<file path="src/hw/rtl/rabc_pkg.sv">
package rabc_pkg;

  localparam int NUM_REGIONS     = 5;
  localparam int ADDR_WIDTH      = 32;
  localparam int WRITABLE_COUNT  = 3;
  localparam int SIZE_WIDTH      = 32;
  localparam int REGION_WIDTH    = 64;
  localparam int CFG_INDEX_WIDTH = 3;

  // commands
  localparam logic [1:0] CMD_ACCESS   = 2'd0;
  localparam logic [1:0] CMD_STR_START = 2'd1;
  localparam logic [1:0] CMD_STR_BYTE = 2'd2;
  localparam logic [1:0] CMD_UNUSED   = 2'd3;

  // answer kinds
  localparam logic KIND_ACCESS = 1'b0;
  localparam logic KIND_STRING = 1'b1;

  // register indexes
  localparam logic [CFG_INDEX_WIDTH-1:0] REG_SANDBOXED = 3'd0;
  localparam logic [CFG_INDEX_WIDTH-1:0] REG_HEAP      = 3'd1;
  localparam logic [CFG_INDEX_WIDTH-1:0] REG_STACK     = 3'd2;
  localparam logic [CFG_INDEX_WIDTH-1:0] REG_DATA      = 3'd3;
  localparam logic [CFG_INDEX_WIDTH-1:0] REG_CODE      = 3'd4;
  localparam logic [CFG_INDEX_WIDTH-1:0] REG_VENEER    = 3'd5;

  typedef struct packed {
    logic [1:0]            cmd;
    logic [ADDR_WIDTH-1:0] address;
    logic [31:0]           length;
    logic                  is_write;
    logic [7:0]            char_byte;
  } in_t;

  typedef struct packed {
    logic        answer_kind;
    logic        allowed;
    logic [31:0] string_length;
  } out_t;

  typedef logic [NUM_REGIONS-1:0][REGION_WIDTH-1:0] region_array_t;

  typedef struct packed {
    logic                  span_hit;
    logic                  span_writable;
    logic                  start_hit;
    logic [SIZE_WIDTH-1:0] start_room;
  } match_t;

endpackage

</file>
<file path="src/hw/rtl/rabc_region_match.sv">
module rabc_region_match (
  input  rabc_pkg::region_array_t       regions,
  input  logic [rabc_pkg::ADDR_WIDTH-1:0] address,
  input  logic [31:0]                     length,
  output rabc_pkg::match_t                match
);

  logic [rabc_pkg::ADDR_WIDTH-1:0] base [rabc_pkg::NUM_REGIONS];
  logic [rabc_pkg::SIZE_WIDTH-1:0] size [rabc_pkg::NUM_REGIONS];
  logic [rabc_pkg::SIZE_WIDTH-1:0] off  [rabc_pkg::NUM_REGIONS];
  logic [rabc_pkg::SIZE_WIDTH-1:0] room [rabc_pkg::NUM_REGIONS];
  logic [rabc_pkg::NUM_REGIONS-1:0] span_ok;
  logic [rabc_pkg::NUM_REGIONS-1:0] start_ok;

  // per region compares, all in parallel
  always_comb begin
    for (int i = 0; i < rabc_pkg::NUM_REGIONS; i++) begin
      base[i] = regions[i][32 +: rabc_pkg::ADDR_WIDTH];
      size[i] = regions[i][rabc_pkg::SIZE_WIDTH-1:0];
      off[i]  = rabc_pkg::SIZE_WIDTH'(address - base[i]);
      room[i] = size[i] - off[i];
      span_ok[i]  = (size[i] != '0) && (address >= base[i]) && (off[i] <= size[i])
                    && (length <= room[i]);
      start_ok[i] = (size[i] != '0) && (address >= base[i]) && (off[i] < size[i]);
    end
  end

  // first region in list order wins
  always_comb begin
    match = '0;
    for (int i = rabc_pkg::NUM_REGIONS - 1; i >= 0; i--) begin
      if (span_ok[i]) begin
        match.span_hit      = 1'b1;
        match.span_writable = (i < rabc_pkg::WRITABLE_COUNT);
      end
    end
    for (int i = rabc_pkg::NUM_REGIONS - 1; i >= 0; i--) begin
      if (start_ok[i]) begin
        match.start_hit  = 1'b1;
        match.start_room = room[i];
      end
    end
  end

endmodule

</file>
<file path="src/hw/rtl/region_access_and_string_bound_check.sv">
// region access and string bound checker
// input channel: in_valid / in_stall carry one command word (access check,
// string start or string byte); a word is taken on a clock edge with valid
// high and stall low
// output channel: out_valid / out_stall carry one answer word; access checks
// always answer, string start answers only on immediate refusal or when
// unsandboxed, string bytes answer when the scan ends
// config port: cfg_write with cfg_index and cfg_data writes one register
// (0 sandboxed, 1..5 heap, stack, data, code, veneer); the user must write
// only while idle; the block itself does not enforce this
// throughput: one word per cycle while the answer register is not held; the
// five region compares run in parallel between input and answer registers
// stall: when the answer register is held, the input register holds its word
// and in_stall goes high only while that register is full
// reset: rst (synchronous) clears the configuration registers to zero,
// the scan state and both valid flags
module region_access_and_string_bound_check (
  input  logic                                clk,
  input  logic                                rst,
  input  logic                                in_valid,
  output logic                                in_stall,
  input  rabc_pkg::in_t                       in_word,
  output logic                                out_valid,
  input  logic                                out_stall,
  output rabc_pkg::out_t                      out_word,
  input  logic                                cfg_write,
  input  logic [rabc_pkg::CFG_INDEX_WIDTH-1:0] cfg_index,
  input  logic [rabc_pkg::REGION_WIDTH-1:0]   cfg_data
);

  // configuration registers
  logic                    sandboxed;
  rabc_pkg::region_array_t regions;

  // input register
  logic          s1_valid;
  rabc_pkg::in_t s1_word;

  // string scan state
  logic        scan_active;
  logic [31:0] scan_room;
  logic [31:0] scan_count;
  logic        scan_active_next;
  logic [31:0] scan_room_next;
  logic [31:0] scan_count_next;

  // answer computed from the input register
  logic           produce;
  rabc_pkg::out_t result;
  rabc_pkg::match_t match;

  logic        advance;
  logic [31:0] count_inc;

  // the input register moves on when the answer register is free or drained
  assign advance  = !out_valid || !out_stall;
  assign in_stall = s1_valid && !advance;

  always_ff @(posedge clk) begin
    if (rst) begin
      sandboxed <= 1'b0;
      regions   <= '0;
    end else if (cfg_write) begin
      if (cfg_index == rabc_pkg::REG_SANDBOXED) begin
        sandboxed <= cfg_data[0];
      end
      for (int i = 0; i < rabc_pkg::NUM_REGIONS; i++) begin
        if (cfg_index == rabc_pkg::CFG_INDEX_WIDTH'(rabc_pkg::REG_HEAP + i)) begin
          regions[i] <= cfg_data;
        end
      end
    end
  end

  always_ff @(posedge clk) begin
    if (rst) begin
      s1_valid <= 1'b0;
    end else if (!in_stall) begin
      s1_valid <= in_valid;
    end
  end

  always_ff @(posedge clk) begin
    if (!in_stall && in_valid) begin
      s1_word <= in_word;
    end
  end

  rabc_region_match u_match (
    .regions (regions),
    .address (s1_word.address),
    .length  (s1_word.length),
    .match   (match)
  );

  assign count_inc = scan_count + 32'd1;

  always_comb begin
    produce          = 1'b0;
    result           = '0;
    scan_active_next = scan_active;
    scan_room_next   = scan_room;
    scan_count_next  = scan_count;
    case (s1_word.cmd)
      rabc_pkg::CMD_ACCESS: begin
        produce            = 1'b1;
        result.answer_kind = rabc_pkg::KIND_ACCESS;
        if (!sandboxed || s1_word.length == '0) begin
          result.allowed = 1'b1;
        end else if (s1_word.address != '0 && match.span_hit) begin
          // writes into code or veneer are refused
          result.allowed = !(s1_word.is_write && !match.span_writable);
        end
      end
      rabc_pkg::CMD_STR_START: begin
        // a restart drops any scan in flight without answering it
        scan_active_next   = 1'b0;
        scan_count_next    = '0;
        scan_room_next     = '0;
        result.answer_kind = rabc_pkg::KIND_STRING;
        if (!sandboxed) begin
          produce        = 1'b1;
          result.allowed = (s1_word.address != '0);
        end else if (s1_word.address == '0 || !match.start_hit) begin
          produce = 1'b1;
        end else begin
          scan_active_next = 1'b1;
          scan_room_next   = match.start_room;
        end
      end
      rabc_pkg::CMD_STR_BYTE: begin
        result.answer_kind = rabc_pkg::KIND_STRING;
        if (scan_active) begin
          if (s1_word.char_byte == '0) begin
            // terminator inside the region
            produce              = 1'b1;
            scan_active_next     = 1'b0;
            result.allowed       = 1'b1;
            result.string_length = scan_count;
          end else begin
            scan_count_next = count_inc;
            if (count_inc >= scan_room) begin
              // region ran out before the terminator
              produce          = 1'b1;
              scan_active_next = 1'b0;
            end
          end
        end
      end
      default: begin
        // unused command, no answer
      end
    endcase
  end

  always_ff @(posedge clk) begin
    if (rst) begin
      scan_active <= 1'b0;
      scan_room   <= '0;
      scan_count  <= '0;
    end else if (s1_valid && advance) begin
      scan_active <= scan_active_next;
      scan_room   <= scan_room_next;
      scan_count  <= scan_count_next;
    end
  end

  always_ff @(posedge clk) begin
    if (rst) begin
      out_valid <= 1'b0;
    end else if (advance) begin
      out_valid <= s1_valid && produce;
    end
  end

  always_ff @(posedge clk) begin
    if (advance && s1_valid && produce) begin
      out_word <= result;
    end
  end

  // a live scan always has room left
  assert property (@(posedge clk) disable iff (rst)
    scan_active |-> (scan_count < scan_room))
    else $error("scan count reached room while scan active");

  // access answers never carry a string length
  assert property (@(posedge clk) disable iff (rst)
    (out_valid && out_word.answer_kind == rabc_pkg::KIND_ACCESS)
      |-> (out_word.string_length == '0))
    else $error("access answer with nonzero string length");

  // refused strings report zero length
  assert property (@(posedge clk) disable iff (rst)
    (out_valid && !out_word.allowed) |-> (out_word.string_length == '0))
    else $error("refused answer with nonzero string length");

  // input side only stalls while the input register holds a word
  assert property (@(posedge clk) disable iff (rst)
    in_stall |-> (s1_valid && out_valid && out_stall))
    else $error("input stalled without a held word");

endmodule
</file>
<file path="config.mk">
export PLATFORM = sky130hd
export DESIGN_NAME = region_access_and_string_bound_check
export DESIGN_NICKNAME = d
export VERILOG_FILES = /design/src/hw/rtl/rabc_pkg.sv /design/src/hw/rtl/rabc_region_match.sv /design/src/hw/rtl/region_access_and_string_bound_check.sv
export SDC_FILE = /design/constraint.sdc
export NUM_CORES = 2
export LEC_CHECK = 0
export BUFFER_PORTS_ARGS = -buffer_cell sky130_fd_sc_hd__buf_2
export CORE_ASPECT_RATIO = 0.8
export CORE_MARGIN = 2
export CORE_UTILIZATION = 45
export DETAILED_ROUTE_END_ITERATION = 16
export HOLD_SLACK_MARGIN = 0.1
export PLACE_DENSITY = 0.67
export SYNTH_ARGS = -nofsm -noshare
export SYNTH_HDL_FRONTEND = slang
export SYNTH_SLANG_ARGS = --single-unit
</file>
<file path="constraint.sdc">
create_clock -name clk -period 6.64 [get_ports clk]
set_clock_uncertainty 0.2 [all_clocks]
set_input_delay 0.996 -clock clk [delete_from_list [all_inputs] [get_ports clk]]
set_output_delay 0.996 -clock clk [all_outputs]
set_load 0.05 [all_outputs]
</file>
After elaboration in Yosys (flattened, before gate mapping)
Index checks and enable logic that the tools add are counted.
- bits in registers: 497
- bits of input ports: 147
- word-level logic and storage cells: 153
- $add $sub $neg: 11
- $lt $le $gt $ge: 21
- equality and inequality tests: 9
- mux-type cells: 33
- reduce and logical (&&, ||, !) cells: 60
- operators by type and width (cell ; count):
    32-bit <= comparator ; 10
    32-bit subtractor ; 10
    33-bit 2-to-1 mux ; 7
    32-bit greater-or-equal comparator ; 6
    32-bit nonzero test ; 6
    32-bit < comparator ; 5
    32-bit 2-to-1 mux ; 4
    32-bit zero test ; 2
    32-bit case mux with 2 select lines ; 1
    32-bit by 1-bit adder with 32-bit output (second input constant) ; 1
    1-bit logical AND ; 27
    2-bit AND reduction ; 8
    1-bit 2-to-1 mux ; 13
    2-bit 2-to-1 mux ; 5
    1-bit zero test ; 8
    8-bit zero test ; 1
    3-bit by 2-bit == test with 1-bit output (second input constant) ; 2
    3-bit == test (second input constant) ; 2
    2-bit case mux with 3 select lines ; 1
    2-bit != test (second input constant) ; 2
    4-bit AND reduction ; 1
    3-bit by 1-bit == test with 1-bit output (second input constant) ; 1
    3-bit zero test ; 1
    1-bit logical OR ; 3
    7 further kinds ; 7

Longest topological paths before layout
- depth in word-level cells: 15
- depth in mapped cells: 34
- gate-level depth less buffers: 34

Cells and area by module
Synthesis repeated with hierarchy kept, for this count alone.
- cells, all modules: 5138
- area total of the unflattened synthesis: 40222.3 um^2
- modules (own cells, without submodules) (module ; times used ; cells each ; area an instance (um^2)):
    rabc_region_match ; 1 ; 3042 ; 21555.7
    region_access_and_string_bound_check ; 1 ; 2096 ; 18666.7

Worst setup path before layout
Ideal clock, no wire load.
- path kind: register -> register
- from: register s1_word[41] (netlist name)
- to: register out_word[32] (netlist name), data pin
- data arrival time: 6250 ps
- required time: 6233 ps
- setup slack: -18 ps
- cell stages (with the launch flop): 33
- path buffers: 0
- path through: edfxtp_1 > inv_1 > ha_1 > inv_1 > fa_1 > nand3_1 > a21oi_1 > o41ai_1 > nor2b_1 > o21bai_1 > a21o_1 > nand2_1 > nand2_1 > a21oi_1 > xor2_1 > ha_1 > a21oi_1 > o211ai_1 > a221o_1 > or4_1 > o21a_1 > a211oi_2 > o311ai_1 > xnor2_1 > ha_1 > nand4_1 > or2_2 > nor4_1 > nand3_1 > o211ai_1 > a31oi_1 > o311a_1 > a2111oi_0
- RTL lines (element ; RTL line ; text):
    from (decl) ; region_access_and_string_bound_check.sv:37 ; rabc_pkg::in_t s1_word;
    from (signal assigned) ; region_access_and_string_bound_check.sv:85 ; s1_word <= in_word;
    to (signal assigned) ; region_access_and_string_bound_check.sv:178 ; out_word <= result;
    to (decl) ; region_access_and_string_bound_check.sv:25 ; output rabc_pkg::out_t out_word,

==> impl_metrics.toml <==
[critical_path]
r2r.worst_path.cells = 31
crit_type = "flip-flop to flip-flop"
r2r-end = "out_word[32]"
timing.rr.start = "s1_word[47]"
end_kind = "flip-flop"
crit_fanout = 5
arrival_ns = 7.42
path_common_cell = "buf_4"
critPathSlowestCell = "a2111oi_0"
cp-start-kind = "flip-flop"
critPathMaxStageDelay_ns = 0.59
worstPathRequired_ns = 6.86
r2r_setup_slack_ns = -0.56

[sta]
slew_headroom = 0.301
period_share = 1.08
rsz0062_at_grt = "yes"
fmax_ghz = 0.139
maxSlewViolCount = 0
tns_ns = -11.20
min_period_ns = 7.20
hold_viol = 0
setup-violations-final = 40
fin_ws_ns = -0.561
worst_pin_slew_ns = 1.05

[cells_and_area]
final_area_sq_mm = 0.0537
stdcell_count = 7639
area_growth_pct = 33.2
nets = 7064
drive_above_1_share = 0.256
final_util = 0.603

[place]
dpl.hpwl_mm = 149
place_area_sq_mm = 0.0507
place.gp.congestion = 1.02
port_buffers = 182
dpl.cell_count = 7498

[min_path]
min_from = "scan_room[2]"
hold_path_depth = 2
hold_class = "flip-flop to flip-flop"
hold_end = "scan_room[2]"

[logic_synthesis]
ys_types = 107
ys_warn_count = 0
syn_inst = 5156
synth_flop_cell = "dfxtp_1"
synth_seq_cells = 497
syn_avg_cell_area_sq_um = 7.81
async_flop_share = 0
ys_seq_area_frac = 0.274
syn-cell-area_sq_mm = 0.0403
syn_nets = 5830
synth_edf_count = 109

[die]
rows = 98
core-area_sq_mm = 0.0890
dieArea_sq_mm = 0.0919
fp.dieW_um = 338
pin_count = 183
fp.dieH_um = 272
initial_utilization = 0.452

[global_routing]
grt_max_degree = 92
grt_pass1_vias = 41254
grt_use_total = 0.383
grt_pass1_wl_mm = 265
antenna_found_initial = 8
globalRoute.totalOverflow = 0

[clock_network]
clk_path_buf_depth = 3
insertion_delay_ns = 0.68
cts_buffers = 55
ctsHtreeMaxLevel = 2
clk_pin_slew_ns = 0.07
cts_tree = "yes"
cts_root_buf = "clkbuf_16"
cts_sinks = 497

[routing]
drc = 0
wire_per_inst_um = 23.9
via_count = 44509
routed_wl_mm = 183
drt_pass1_iterations = 7
antenna_left = 0
drt_iter0_drc = 4949
via_per_inst = 5.83

[flow_run]
maxCapViolations = 0

[status]
status = "complete, but fails checks"
violations = "negative setup slack"

[power]
p_sw_frac = 0.365
p_clk_frac = 0.301
pwr-share-comb = 0.394
p_int_uw = 6770
power_uw = 10700
p_switching_uw = 3890
leakage_uw = 0.0235
power_density_mw_per_mm2 = 199
ir_drop_uv = 207
p_seq_frac = 0.305
## cells in the mapped netlist, drive strengths merged (35+ instances only)
library cell    n  area share
a21o          168       0.031
a21oi         659       0.082
a31oi          39      0.0066
and2           47      0.0073
and3           42      0.0065
clkbuf        144       0.013
dfxtp         388        0.19
edfxtp        109       0.081
ha            517        0.16
inv           310       0.029
nand2         894       0.083
nand2b         58      0.0090
nand3         108       0.013
nand4         105       0.016
nor2          270       0.025
nor2b          39      0.0061
nor3           77      0.0097
nor4           81       0.013
o211ai         44      0.0083
o21a           57       0.011
o21ai         206       0.026
o21bai         47      0.0088
or3            35      0.0054
xnor2         155       0.034
xor2          139       0.030
## layer usage
layer | share of wire | wire length [um] | GRT usage
met3 | 0.11 | 19500 | 0.0723
met5 | 0.00030 | 55 | 0
met4 | 0.042 | 7640 | 0.143
met2 | 0.41 | 75800 | 0.572
met1 | 0.44 | 80000 | 0.546
## critical path: cells and delay by family, from the launching register on
kind	cells	cell delay, ns
compound gates	16	3.29
buf+inv	6	1.02
fa+ha+maj	3	0.90
simple gates	4	0.71
flops	1	0.44
xor+xnor	2	0.39
## through the flow
step	hold WS (ns)	worst slack, ns
after floorplan	0.225	0.0449
after global placement	0.237	-0.785
after detailed placement	0.242	-0.915
after CTS	0.251	-0.356
after global routing	0.266	-0.851
final	0.246	-0.561
## registers in the layout, indices dropped and copies added, names as in the netlist
register and count:
regions 320, scan_active 1, s1_word 75, scan_room 32, out_valid 1, scan_count 32, out_word 34, sandboxed 1
s1_valid 1
## final cells by class
cell class | count | area [sq um]
flip-flops and latches | 497 | 11000
well taps | 1200 | 1500
repair buffers | 1351 | 9870
clock buffers | 71 | 1540
diodes | 3 | 7.51
fillers | 8380 | 35400
clock inverters | 32 | 300
multi-input cells | 4175 | 28200
inverters | 310 | 1160
## cell families after synthesis
group,count (synthesis),share of synthesized area
AOI/OAI and AO/OA,1527,0.241
xor gates and xnor gates,294,0.0639
adders and majority gates,527,0.166
buffers and inverters,484,0.0461
DFF,497,0.274
muxes,4,0.000994
and+or+nand+nor,1823,0.208
## layout by cell type, fill, tap and decap left out, drive strengths merged, types with 18 or more instances in the layout
master   synthesis  layout
nor2           270     270
nand2b          58      58
a2111oi         18      18
o21ai          206     206
a211oi          32      32
clkbuf         144      73
o21bai          47      47
nand3          108     108
edfxtp         109     109
a22oi           23      23
nor4            81      81
a31oi           39      39
or3             35      35
a21oi          659     659
or2             22      22
nand4          105     105
and3            42      42
o21a            57      57
and2            47      47
xor2           139     139
a21o           168     168
dfxtp          388     388
nor3            77      77
buf             30    1349
ha             517     517
o31ai           18      18
o211ai          44      44
inv            310     315
nand2          894     894
xnor2          155     155
clkinv           0      18
nor2b           39      39
## power by group through the flow
stage,Combinational [uW],Clock [uW],Sequential (uW)
finish,4200,3210,3250
CTS,4000,3230,3250
floorplan,1830,0,3280
global placement,3880,0,3320
detailed placement,3910,0,3320
global route,4440,3360,3260
## timing repair
| action | 4_1_cts | 5_1_grt |
|---|---|---|
| pin swaps | 51 | 36 |
| hold buffers | 0 | 0 |
| cloned | 1 | 3 |
| setup buffers | 18 | 13 |
| endpoints found under the setup margin | 68 | 69 |
| resized for setup | 112 | 63 |
## worst max path at each step
stage                           start            to  slack, ns
after global routing      s1_word[41]  out_word[32]      -0.85
after floorplan           s1_word[41]  out_word[32]       0.04
final                     s1_word[47]  out_word[32]      -0.56
after detailed placement  s1_word[42]  out_word[32]      -0.92
after global placement    s1_word[42]  out_word[32]      -0.79
after CTS                 s1_word[41]  out_word[32]      -0.36
No activity file was read; power rests on OpenSTA's default activity.
